==> src/hdl/sobel_edge_magnitude_assert.svh <==
// ----------------------------------------------------------------------------
// sobel_edge_magnitude_assert.svh
// Assertion macros shared by the edge magnitude RTL.
// ----------------------------------------------------------------------------
`ifndef SOBEL_EDGE_MAGNITUDE_ASSERT_SVH
`define SOBEL_EDGE_MAGNITUDE_ASSERT_SVH

// Same-cycle implication, checked on every rising edge out of reset.
`define SEM_ASSERT_NOW(label, ante, cons, msg) \
  label: assert property (@(posedge clk) disable iff (rst) (ante) |-> (cons)) \
    else $error(msg);

// Next-cycle implication, checked on every rising edge out of reset.
`define SEM_ASSERT_NEXT(label, ante, cons, msg) \
  label: assert property (@(posedge clk) disable iff (rst) (ante) |=> (cons)) \
    else $error(msg);

`endif

==> src/hdl/sem_pkg.sv <==
// ----------------------------------------------------------------------------
// sem_pkg
// Widths, limits, register codes and shared types of the edge magnitude block.
// ----------------------------------------------------------------------------
`timescale 1ns / 1ps
`default_nettype none

package sem_pkg;

  localparam int MAX_WIDTH  = 1024;
  localparam int MAX_HEIGHT = 4096;
  localparam int MIN_DIM    = 3;
  localparam int MAG_LIMIT  = 255;

  localparam int PIX_W    = 8;
  localparam int ADDR_W   = $clog2(MAX_WIDTH);
  localparam int ROW_W    = $clog2(MAX_HEIGHT);
  localparam int WIDTH_W  = 11;
  localparam int HEIGHT_W = 13;
  localparam int GRAD_W   = 12;   // signed gradient sum
  localparam int ABS_W    = 10;   // |G| <= 1020
  localparam int SQ_W     = 2 * ABS_W;
  localparam int SUM_W    = SQ_W + 1;
  localparam int ROOT_W   = 8;
  localparam int BIT_W    = $clog2(ROOT_W);

  localparam int CFG_IDX_W  = 2;
  localparam int CFG_DATA_W = HEIGHT_W;

  localparam logic [CFG_IDX_W-1:0] REG_FRAME_WIDTH  = 2'd0;
  localparam logic [CFG_IDX_W-1:0] REG_FRAME_HEIGHT = 2'd1;

  localparam logic [WIDTH_W-1:0]  WIDTH_RESET  = 11'd640;
  localparam logic [HEIGHT_W-1:0] HEIGHT_RESET = 13'd480;

  typedef struct packed {
    logic busy;
    logic done;
  } sqrt_status_t;

  function automatic logic signed [GRAD_W-1:0] pix_ext(input logic [PIX_W-1:0] v);
    return $signed({{(GRAD_W-PIX_W){1'b0}}, v});
  endfunction

  function automatic logic [ABS_W-1:0] grad_abs(input logic signed [GRAD_W-1:0] g);
    logic signed [GRAD_W-1:0] a;
    a = g[GRAD_W-1] ? -g : g;
    return a[ABS_W-1:0];
  endfunction

endpackage

`default_nettype wire

==> src/hdl/sem_sqrt.sv <==
// ----------------------------------------------------------------------------
// sem_sqrt
// Bit-serial integer square root, one result bit per cycle, saturated at 255.
// ----------------------------------------------------------------------------
`timescale 1ns / 1ps
`default_nettype none

module sem_sqrt (
  input  wire logic                       clk,
  input  wire logic                       rst,
  input  wire logic                       start,
  input  wire logic [sem_pkg::SUM_W-1:0]  operand,
  output sem_pkg::sqrt_status_t           status,
  output logic      [sem_pkg::ROOT_W-1:0] root
);

  localparam int REM_W = 2 * sem_pkg::ROOT_W;

  logic                        busy;
  logic                        done;
  logic [sem_pkg::BIT_W-1:0]   bit_idx;
  logic [REM_W-1:0]            radicand;
  logic [sem_pkg::ROOT_W-1:0]  trial;
  logic [REM_W-1:0]            trial_sq;

  always_comb begin
    trial    = root | (sem_pkg::ROOT_W'(1) << bit_idx);
    trial_sq = trial * trial;
  end

  always_ff @(posedge clk) begin
    if (rst) begin
      busy    <= 1'b0;
      done    <= 1'b0;
      bit_idx <= '0;
    end else begin
      done <= 1'b0;
      if (start) begin
        // anything at or above 256^2 saturates without iterating
        if (operand[sem_pkg::SUM_W-1:REM_W] != '0) begin
          root <= sem_pkg::ROOT_W'(sem_pkg::MAG_LIMIT);
          done <= 1'b1;
          busy <= 1'b0;
        end else begin
          radicand <= operand[REM_W-1:0];
          root     <= '0;
          bit_idx  <= sem_pkg::BIT_W'(sem_pkg::ROOT_W - 1);
          busy     <= 1'b1;
        end
      end else if (busy) begin
        if (trial_sq <= radicand) begin
          root <= trial;
        end
        if (bit_idx == '0) begin
          busy <= 1'b0;
          done <= 1'b1;
        end else begin
          bit_idx <= bit_idx - 1'b1;
        end
      end
    end
  end

  assign status.busy = busy;
  assign status.done = done;

endmodule

`default_nettype wire

==> config.mk <==
export PLATFORM = sky130hd
export DESIGN_NAME = sem_sqrt
export DESIGN_NICKNAME = d
export VERILOG_FILES = /design/src/hdl/sobel_edge_magnitude_assert.svh /design/src/hdl/sem_pkg.sv /design/src/hdl/sem_sqrt.sv
export SDC_FILE = /design/constraint.sdc
export NUM_CORES = 1
export LEC_CHECK = 0
export BUFFER_PORTS_ARGS = -buffer_cell sky130_fd_sc_hd__clkbuf_2
export CORE_ASPECT_RATIO = 0.9
export CORE_MARGIN = 2
export CORE_UTILIZATION = 35
export CTS_CLUSTER_SIZE = 14
export DETAILED_ROUTE_END_ITERATION = 12
export GPL_TIMING_DRIVEN = 0
export PLACE_DENSITY = 0.6
export SYNTH_ARGS = -nofsm -noshare
export SYNTH_HDL_FRONTEND = slang
export SYNTH_SLANG_ARGS = --single-unit
==> constraint.sdc <==
create_clock -name clk -period 6.2 [get_ports clk]
set_input_delay 0.62 -clock clk [delete_from_list [all_inputs] [get_ports clk]]
set_output_delay 0.62 -clock clk [all_outputs]
set_load 0.01 [all_outputs]
==> flow_summary_export.csv, run 1 <==
group,metric,value,unit
run_status,run_status,"complete, no violations",
drt,final_ant_viol_nets,0,
logic_synthesis,synth-seq-cells,29,
setup_path,slowest_stage,"sky130_fd_sc_hd__fa_1",
sta,timing.final.hold_violations,0,
setup_path,r2r_slack,0.05,ns
place,dpl.hpwl,4980,µm
cells_and_area,post_route_cells_drive_above_1_share,31.3,%
sta,timing.final.crit_share,99.2,%
cells_and_area,finish.cell_count_without_fillers,512,
setup_path,timing.critical_path.cells,"inv_4 -> ha_4 -> a21oi_4 -> buf_4 -> inv_2 -> nand2_1 -> inv_1 -> fa_1 -> fa_1 -> inv_1 -> fa_1 -> fa_1 -> inv_1 -> ha_4 -> a2111o_1 -> o21ai_2 -> xnor2_1 -> ha_1 -> and2_4 -> a221o_1 -> a221oi_4 -> o21ai_2 -> a311oi_4 -> buf_12",
logic_synthesis,yosysUniqueCellTypes,46,
setup_path,critPathArrivalTime,6.15,ns
drt,first_iter_violations,66,
job,max-cap-violations,0,
sta,max-slew-margin-rel,42.7,%
setup_path,kind_of_end_point_of_the_critical_path,"register",
floorplanning,initial_utilization,36.4,%
clock_tree,h_tree_depth,2,
sta,finalHoldWorstSlack,0.507,ns
logic_synthesis,synth_seq_area_share,26.1,%
floorplanning,floorplan.die_area,9770,µm²
setup_path,worstPathMaxFanout,8,
floorplanning,dieWidth,104,µm
cells_and_area,antenna_cells_inserted,0,
cells_and_area,finalNetCount,489,
sta,fmax,0.163,GHz
global_routing,pin_count_of_the_biggest_net_entering_global_routing,17,
logic_synthesis,synth_fp_nets,426,
sta,worst-slew-pin-transition,0.858,ns
logic_synthesis,synth.avg_cell_area,9.56,µm²
floorplanning,floorplan.die.height,94.0,µm
cells_and_area,layout-area-overhead-vs-synth,29.9,%
logic_synthesis,synth_top_flop_cell,"sky130_fd_sc_hd__edfxtp_1",
clock_tree,cts.reportedPaths.clkPinSlew,0.07,ns
clock_tree,cts_tree,"built",
hold_path,worst_hold_startpoint,"operand[1]",
drt,drt_pre_antenna_iters,4,
global_routing,grt_antenna_before_repair,0,
sta,number_of_slew_limit_violations_in_the_final_report,0,
cells_and_area,fillers,837,
floorplanning,ports,34,
cells_and_area,final_common_cell,"sky130_fd_sc_hd__inv_1",
setup_path,cp.required,6.20,ns
hold_path,whs_path_depth,1,
cells_and_area,leading_cell_types_in_the_layout_fill_and_taps_excluded,"sky130_fd_sc_hd__inv_1 (56), sky130_fd_sc_hd__ha_1 (41), sky130_fd_sc_hd__clkbuf_2 (33)",
setup_path,worst_setup_path_start_kind,"register",
clock_tree,cts_made_buffers,5,
logic_synthesis,synth_edf_count,24,
logic_synthesis,fraction_of_registers_with_async_set_reset,0,%
clock_tree,clock_tree.root_cell,"sky130_fd_sc_hd__clkbuf_8",
setup_path,timing.rr.start,"bit_idx[1]$_SDFFE_PP0P_",
cells_and_area,area.sequential,828,µm²
sta,period_needed,6.15,ns
cells_and_area,area_occupied_by_multi_input_gates,2330,µm²
clock_tree,clkSinkCount,29,
clock_tree,cts.path.max_buffers,2,
sta,grt_setup_unrepaired,"true",
sta,finalSetupViolCount,0,
hold_path,min_delay_worst_endpoint,"radicand[1]$_DFFE_PP_",
logic_synthesis,synth_warnings,0,
setup_path,critical_path.most_common_cell,"sky130_fd_sc_hd__fa_1",
logic_synthesis,synth.cell_area,3150,µm²
floorplanning,coreArea,8650,µm²
logic_synthesis,netlist_instances,329,
floorplanning,num_rows,32,
clock_tree,insertion_delay,0.28,ns
global_routing,globalRoute.totalOverflow,0,
global_routing,first_global_vias,2535,
drt,drc_errors,0,
setup_path,critPathKind,"register to register",
drt,routed_wire_length_per_instance,13.1,µm
sta,skew,0.00918,ns
clock_tree,cts_hold_buffers,0,
cells_and_area,finalCoreUtilization,47.3,%
place,gp_routability_congestion,0.826,
place,dp_cells,481,
drt,totalWireLength,6730,µm
setup_path,worstRegToRegCells,24,
drt,vias,2466,
global_routing,grt_pass1_wl,11600,µm
setup_path,ff_to_ff_end,"root[5]$_DFFE_PP_",
setup_path,critical-path-max-stage-delay,0.51,ns
place,i_o_buffers,33,
global_routing,gr-usage-all-layers,14.8,%
drt,drt-vias-per-instance,4.82,
hold_path,timing.hold.worst.class,"input port to register",
-- worst max-delay path by stage --
stage                                  from                end  slack (ns)  cells after the start
floorplan           bit_idx[1]$_SDFFE_PP0P_  root[0]$_DFFE_PP_       0.002                     22
global placement    bit_idx[0]$_SDFFE_PP0P_  root[5]$_DFFE_PP_       -0.76                     22
detailed placement  bit_idx[1]$_SDFFE_PP0P_  root[3]$_DFFE_PP_       -0.75                     22
CTS                 bit_idx[0]$_SDFFE_PP0P_  root[6]$_DFFE_PP_        0.01                     24
global route        bit_idx[1]$_SDFFE_PP0P_  root[2]$_DFFE_PP_       -0.15                     24
finish              bit_idx[1]$_SDFFE_PP0P_  root[5]$_DFFE_PP_        0.05                     24
-- sequential cells by signal, summed over array words and instances (netlist names) --
signal	cells
busy	1
radicand	16
done	1
root	8
bit_idx	3
-- area by class of cell --
class / count / share of cell area [%]
multi-input cells: 228 / 57.0
flip-flops and latches: 29 / 20.3
clock inverters: 1 / 0.735
plain buffers: 7 / 1.32
inverters: 65 / 6.22
repair buffers: 56 / 8.67
well taps: 119 / 3.64
clock buffers: 7 / 2.11
-- cell usage after synthesis, types with 2 or more instances --
library cell	n	area (µm²)
sky130_fd_sc_hd__nand4_1	4	25.0
sky130_fd_sc_hd__ha_1	48	601
sky130_fd_sc_hd__nor3b_2	2	25.0
sky130_fd_sc_hd__clkbuf_1	3	11.3
sky130_fd_sc_hd__nand2b_1	3	18.8
sky130_fd_sc_hd__fa_1	25	500
sky130_fd_sc_hd__a21oi_2	2	17.5
sky130_fd_sc_hd__o21ai_1	7	35.0
sky130_fd_sc_hd__buf_4	2	15.0
sky130_fd_sc_hd__edfxtp_1	24	721
sky130_fd_sc_hd__a21o_1	9	67.6
sky130_fd_sc_hd__nor3_1	7	35.0
sky130_fd_sc_hd__buf_2	2	10.0
sky130_fd_sc_hd__xor2_1	5	43.8
sky130_fd_sc_hd__o21ai_0	2	10.0
sky130_fd_sc_hd__a211oi_1	3	22.5
sky130_fd_sc_hd__mux2i_1	2	20.0
sky130_fd_sc_hd__nor2b_1	3	18.8
sky130_fd_sc_hd__inv_2	3	11.3
sky130_fd_sc_hd__a21oi_1	26	130
sky130_fd_sc_hd__xnor2_1	10	87.6
sky130_fd_sc_hd__nand3b_1	2	15.0
sky130_fd_sc_hd__nand2_1	11	41.3
sky130_fd_sc_hd__inv_1	62	233
sky130_fd_sc_hd__dfxtp_1	5	100
sky130_fd_sc_hd__o211ai_1	2	15.0
sky130_fd_sc_hd__nor2_1	33	124
sky130_fd_sc_hd__nand3_1	4	20.0
-- layer usage --
metal	wire length, µm	up-vias	track usage (%)
met4	96	0	3.72
li1	-	1227	-
met5	0	-	0
met1	3070	1171	19.3
met2	3200	54	24.8
met3	358	14	3.40
-- what timing repair did --
| item | 4_1_cts | 5_1_grt |
|---|---|---|
| resized for setup | 37 | 23 |
| pin swaps | 26 | 25 |
| endpoints found under the hold margin | 0 | 0 |
| setup buffers | 14 | 9 |
| setup endpoints to repair | 8 | 8 |
-- logic make-up after synthesis --
family / count (synthesis) / synth area share (%)
AOI/OAI and AO/OA: 60 / 12.6
buffers and inverters: 72 / 8.91
and+or+nand+nor: 77 / 12.3
muxes: 3 / 0.994
xor gates and xnor gates: 15 / 4.17
DFF: 29 / 26.1
adders and majority gates: 73 / 35.0
-- worst max-delay path, delay by kind of cell (launching register included) --
kind	cells	cell delay, ns
and+or+nand+nor	2	0.24
AOI/OAI and AO/OA	7	1.86
DFF	1	0.39
xor gates and xnor gates	1	0.14
adders and majority gates	7	2.63
buffers and inverters	7	0.59
-- stage by stage --
stage                     setup slack, ns  setup TNS (ns)  area [µm²]
after floorplan                   0.00226               0        3210
after global placement             -0.755           -6.04        3530
after detailed placement           -0.752           -6.02        3530
after CTS                          0.0116               0        3920
after global routing               -0.150           -1.20        4090
final                              0.0500               0        4090
Power of run 1 is not shown: default switching activity piles up to over one toggle a cycle in this logic, so the estimate is an artifact.
==> run 2, diff against run 1 <==
--- a/config.mk
+++ b/config.mk
@@ -9,6 +9,7 @@
 export CORE_ASPECT_RATIO = 0.9
 export CORE_MARGIN = 2
 export CORE_UTILIZATION = 35
+export CTS_BUF_LIST = sky130_fd_sc_hd__clkbuf_8
 export CTS_CLUSTER_SIZE = 14
 export DETAILED_ROUTE_END_ITERATION = 12
 export GPL_TIMING_DRIVEN = 0
==> flow_summary_export.csv, run 2 (synthesis results as in run 1) <==
group,metric,value,unit
place,pre_cts_worst_setup_slack,-0.752,ns
setup_path,worst_setup_path_start_kind,"register",
floorplanning,floorplan.die_area,9770,µm²
floorplanning,floorplan.die.height,94.0,µm
setup_path,critical_path.most_common_cell,"sky130_fd_sc_hd__fa_1",
cells_and_area,post_route_cells_drive_above_1_share,31.3,%
floorplanning,initial_utilization,36.4,%
cells_and_area,largest_register_ff_count,16,
floorplanning,coreArea,8650,µm²
global_routing,grt_antenna_before_repair,0,
clock_tree,cts_made_buffers,5,
cells_and_area,final_common_cell,"sky130_fd_sc_hd__inv_1",
sta,grt_setup_unrepaired,"true",
cells_and_area,finalCoreUtilization,47.3,%
place,i_o_buffers,33,
global_routing,gr-usage-all-layers,14.8,%
drt,first_iter_violations,62,
hold_path,timing.hold.worst.class,"input port to register",
global_routing,pin_count_of_the_biggest_net_entering_global_routing,17,
sta,post-route-worst-setup-slack,0.0524,ns
cells_and_area,antenna_cells_inserted,0,
hold_path,whs_path_depth,1,
drt,totalWireLength,6760,µm
drt,drt_pre_antenna_iters,4,
setup_path,timing.critical_path.cells,"inv_4 -> ha_4 -> a21oi_4 -> buf_4 -> inv_2 -> nand2_1 -> inv_1 -> fa_1 -> fa_1 -> inv_1 -> fa_1 -> fa_1 -> inv_1 -> ha_4 -> a2111o_1 -> o21ai_2 -> xnor2_1 -> ha_1 -> and2_4 -> a221o_1 -> a221oi_4 -> o21ai_2 -> a311oi_4 -> buf_12",
setup_path,kind_of_end_point_of_the_critical_path,"register",
setup_path,critPathKind,"register to register",
sta,fmax,0.163,GHz
drt,routed_wire_length_per_instance,13.2,µm
clock_tree,clkSinkCount,29,
cells_and_area,largestRegisters,"radicand x16, root x8, bit_idx x3",
clock_tree,cts.path.max_buffers,2,
global_routing,globalRoute.totalOverflow,0,
sta,timing.final.crit_share,99.2,%
clock_tree,clock_tree.root_cell,"sky130_fd_sc_hd__clkbuf_8",
clock_tree,insertion_delay,0.28,ns
place,placed_area,3530,µm²
place,gp_routability_congestion,0.826,
drt,final_ant_viol_nets,0,
sta,period_needed,6.15,ns
sta,finalSetupViolCount,0,
floorplanning,ports,34,
setup_path,slowest_stage,"sky130_fd_sc_hd__fa_1",
setup_path,critPathArrivalTime,6.15,ns
sta,worst-slew-pin-transition,0.858,ns
setup_path,worstRegToRegCells,24,
setup_path,cp.depth,24,
clock_tree,cts_tree,"built",
cells_and_area,largest-register,"radicand",
setup_path,cpLargestDelayFamily,"adder cells",
clock_tree,cts.reportedPaths.clkPinSlew,0.07,ns
cells_and_area,layout-area-overhead-vs-synth,29.9,%
global_routing,grt_pass1_wl,11600,µm
floorplanning,num_rows,32,
cells_and_area,leading_cell_types_in_the_layout_fill_and_taps_excluded,"sky130_fd_sc_hd__inv_1 (57), sky130_fd_sc_hd__ha_1 (41), sky130_fd_sc_hd__clkbuf_2 (33)",
floorplanning,dieWidth,104,µm
setup_path,critical-path-max-stage-delay,0.51,ns
drt,drc_errors,0,
cells_and_area,finalNetCount,489,
setup_path,worst-path-buf-inv,7,
setup_path,worstPathMaxFanout,8,
place,dp_cells,481,
place,dpl.hpwl,4980,µm
clock_tree,h_tree_depth,2,
setup_path,cp.required,6.21,ns
cells_and_area,postLayoutCellArea,4090,µm²
sta,skew,0.00932,ns
job,max-cap-violations,0,
drt,drt-vias-per-instance,4.82,
cells_and_area,finish.cell_count_without_fillers,512,
drt,vias,2470,
run_status,run_status,"complete, no violations",
cells_and_area,fillers,837,
sta,timing.final.hold_violations,0,
sta,number_of_slew_limit_violations_in_the_final_report,0,
sta,max-slew-margin-rel,42.7,%
global_routing,first_global_vias,2534,
## run 2: cell types whose count changed in the layout (fill, tap and decap cells not counted), sizes merged
cell    before  now
inv         65   66
clkbuf      42   41
## run 2: worst reg2reg max path, cell delays in order (launching register included)
cell                       delay, ns
sky130_fd_sc_hd__dfxtp_4        0.39
sky130_fd_sc_hd__inv_4          0.05
sky130_fd_sc_hd__ha_4           0.18
sky130_fd_sc_hd__a21oi_4        0.16
sky130_fd_sc_hd__buf_4          0.15
sky130_fd_sc_hd__inv_2          0.04
sky130_fd_sc_hd__nand2_1        0.08
sky130_fd_sc_hd__inv_1          0.06
sky130_fd_sc_hd__fa_1           0.46
sky130_fd_sc_hd__fa_1           0.50
sky130_fd_sc_hd__inv_1          0.05
sky130_fd_sc_hd__fa_1           0.46
sky130_fd_sc_hd__fa_1           0.51
sky130_fd_sc_hd__inv_1          0.07
sky130_fd_sc_hd__ha_4           0.24
sky130_fd_sc_hd__a2111o_1       0.42
sky130_fd_sc_hd__o21ai_2        0.15
sky130_fd_sc_hd__xnor2_1        0.14
sky130_fd_sc_hd__ha_1           0.27
sky130_fd_sc_hd__and2_4         0.16
sky130_fd_sc_hd__a221o_1        0.35
sky130_fd_sc_hd__a221oi_4       0.30
sky130_fd_sc_hd__o21ai_2        0.13
sky130_fd_sc_hd__a311oi_4       0.35
sky130_fd_sc_hd__buf_12         0.17
## run 2: final timing paths
| kind | from | endpoint | slack, ns |
|---|---|---|---|
| worst max-delay path | bit_idx[1]$_SDFFE_PP0P_ | root[3]$_DFFE_PP_ | 0.05 |
| worst min-delay path | operand[1] | radicand[1]$_DFFE_PP_ | 0.51 |
| worst max register to register | bit_idx[1]$_SDFFE_PP0P_ | root[3]$_DFFE_PP_ | 0.05 |
| worst min register to register | busy$_SDFF_PP0_ | done$_SDFF_PP0_ | 0.55 |
## run 2: per-stage QoR
stage	hold slack, ns	TNS, ns
global placement	0.529	-6.04
finish	0.507	0
global route	0.491	-1.16
CTS	0.501	0
floorplan	0.489	0
detailed placement	0.540	-6.02
## run 2: what timing repair did
action                                  in CTS  in global routing
hold buffers                                 0                  0
endpoints found under the setup margin       8                  8
pin swaps                                   26                 25
setup buffers                               14                  9
resized for setup                           37                 23
## run 2: per-layer routing
| layer | GRT usage (%) | vias to the layer above | routed length (µm) |
|---|---|---|---|
| met1 | 19.5 | 1183 | 3200 |
| met3 | 3.40 | 15 | 246 |
| met4 | 3.72 | 0 | 100 |
| met2 | 24.7 | 46 | 3220 |
| met5 | 0 | - | 0 |
| li1 | - | 1226 | - |
## run 2: area by class of cell
class / instances / area (µm²) / share of cell area (%)
Inverter: 65 / 254 / 6.22
Tap cell: 119 / 149 / 3.64
Sequential cell: 29 / 828 / 20.3
Clock buffer: 6 / 82.6 / 2.02
Clock inverter: 2 / 33.8 / 0.827
Buffer: 7 / 53.8 / 1.32
Multi-Input combinational cell: 228 / 2330 / 57.0
Timing Repair Buffer: 56 / 354 / 8.67
Power of run 2 is left out for the same reason.
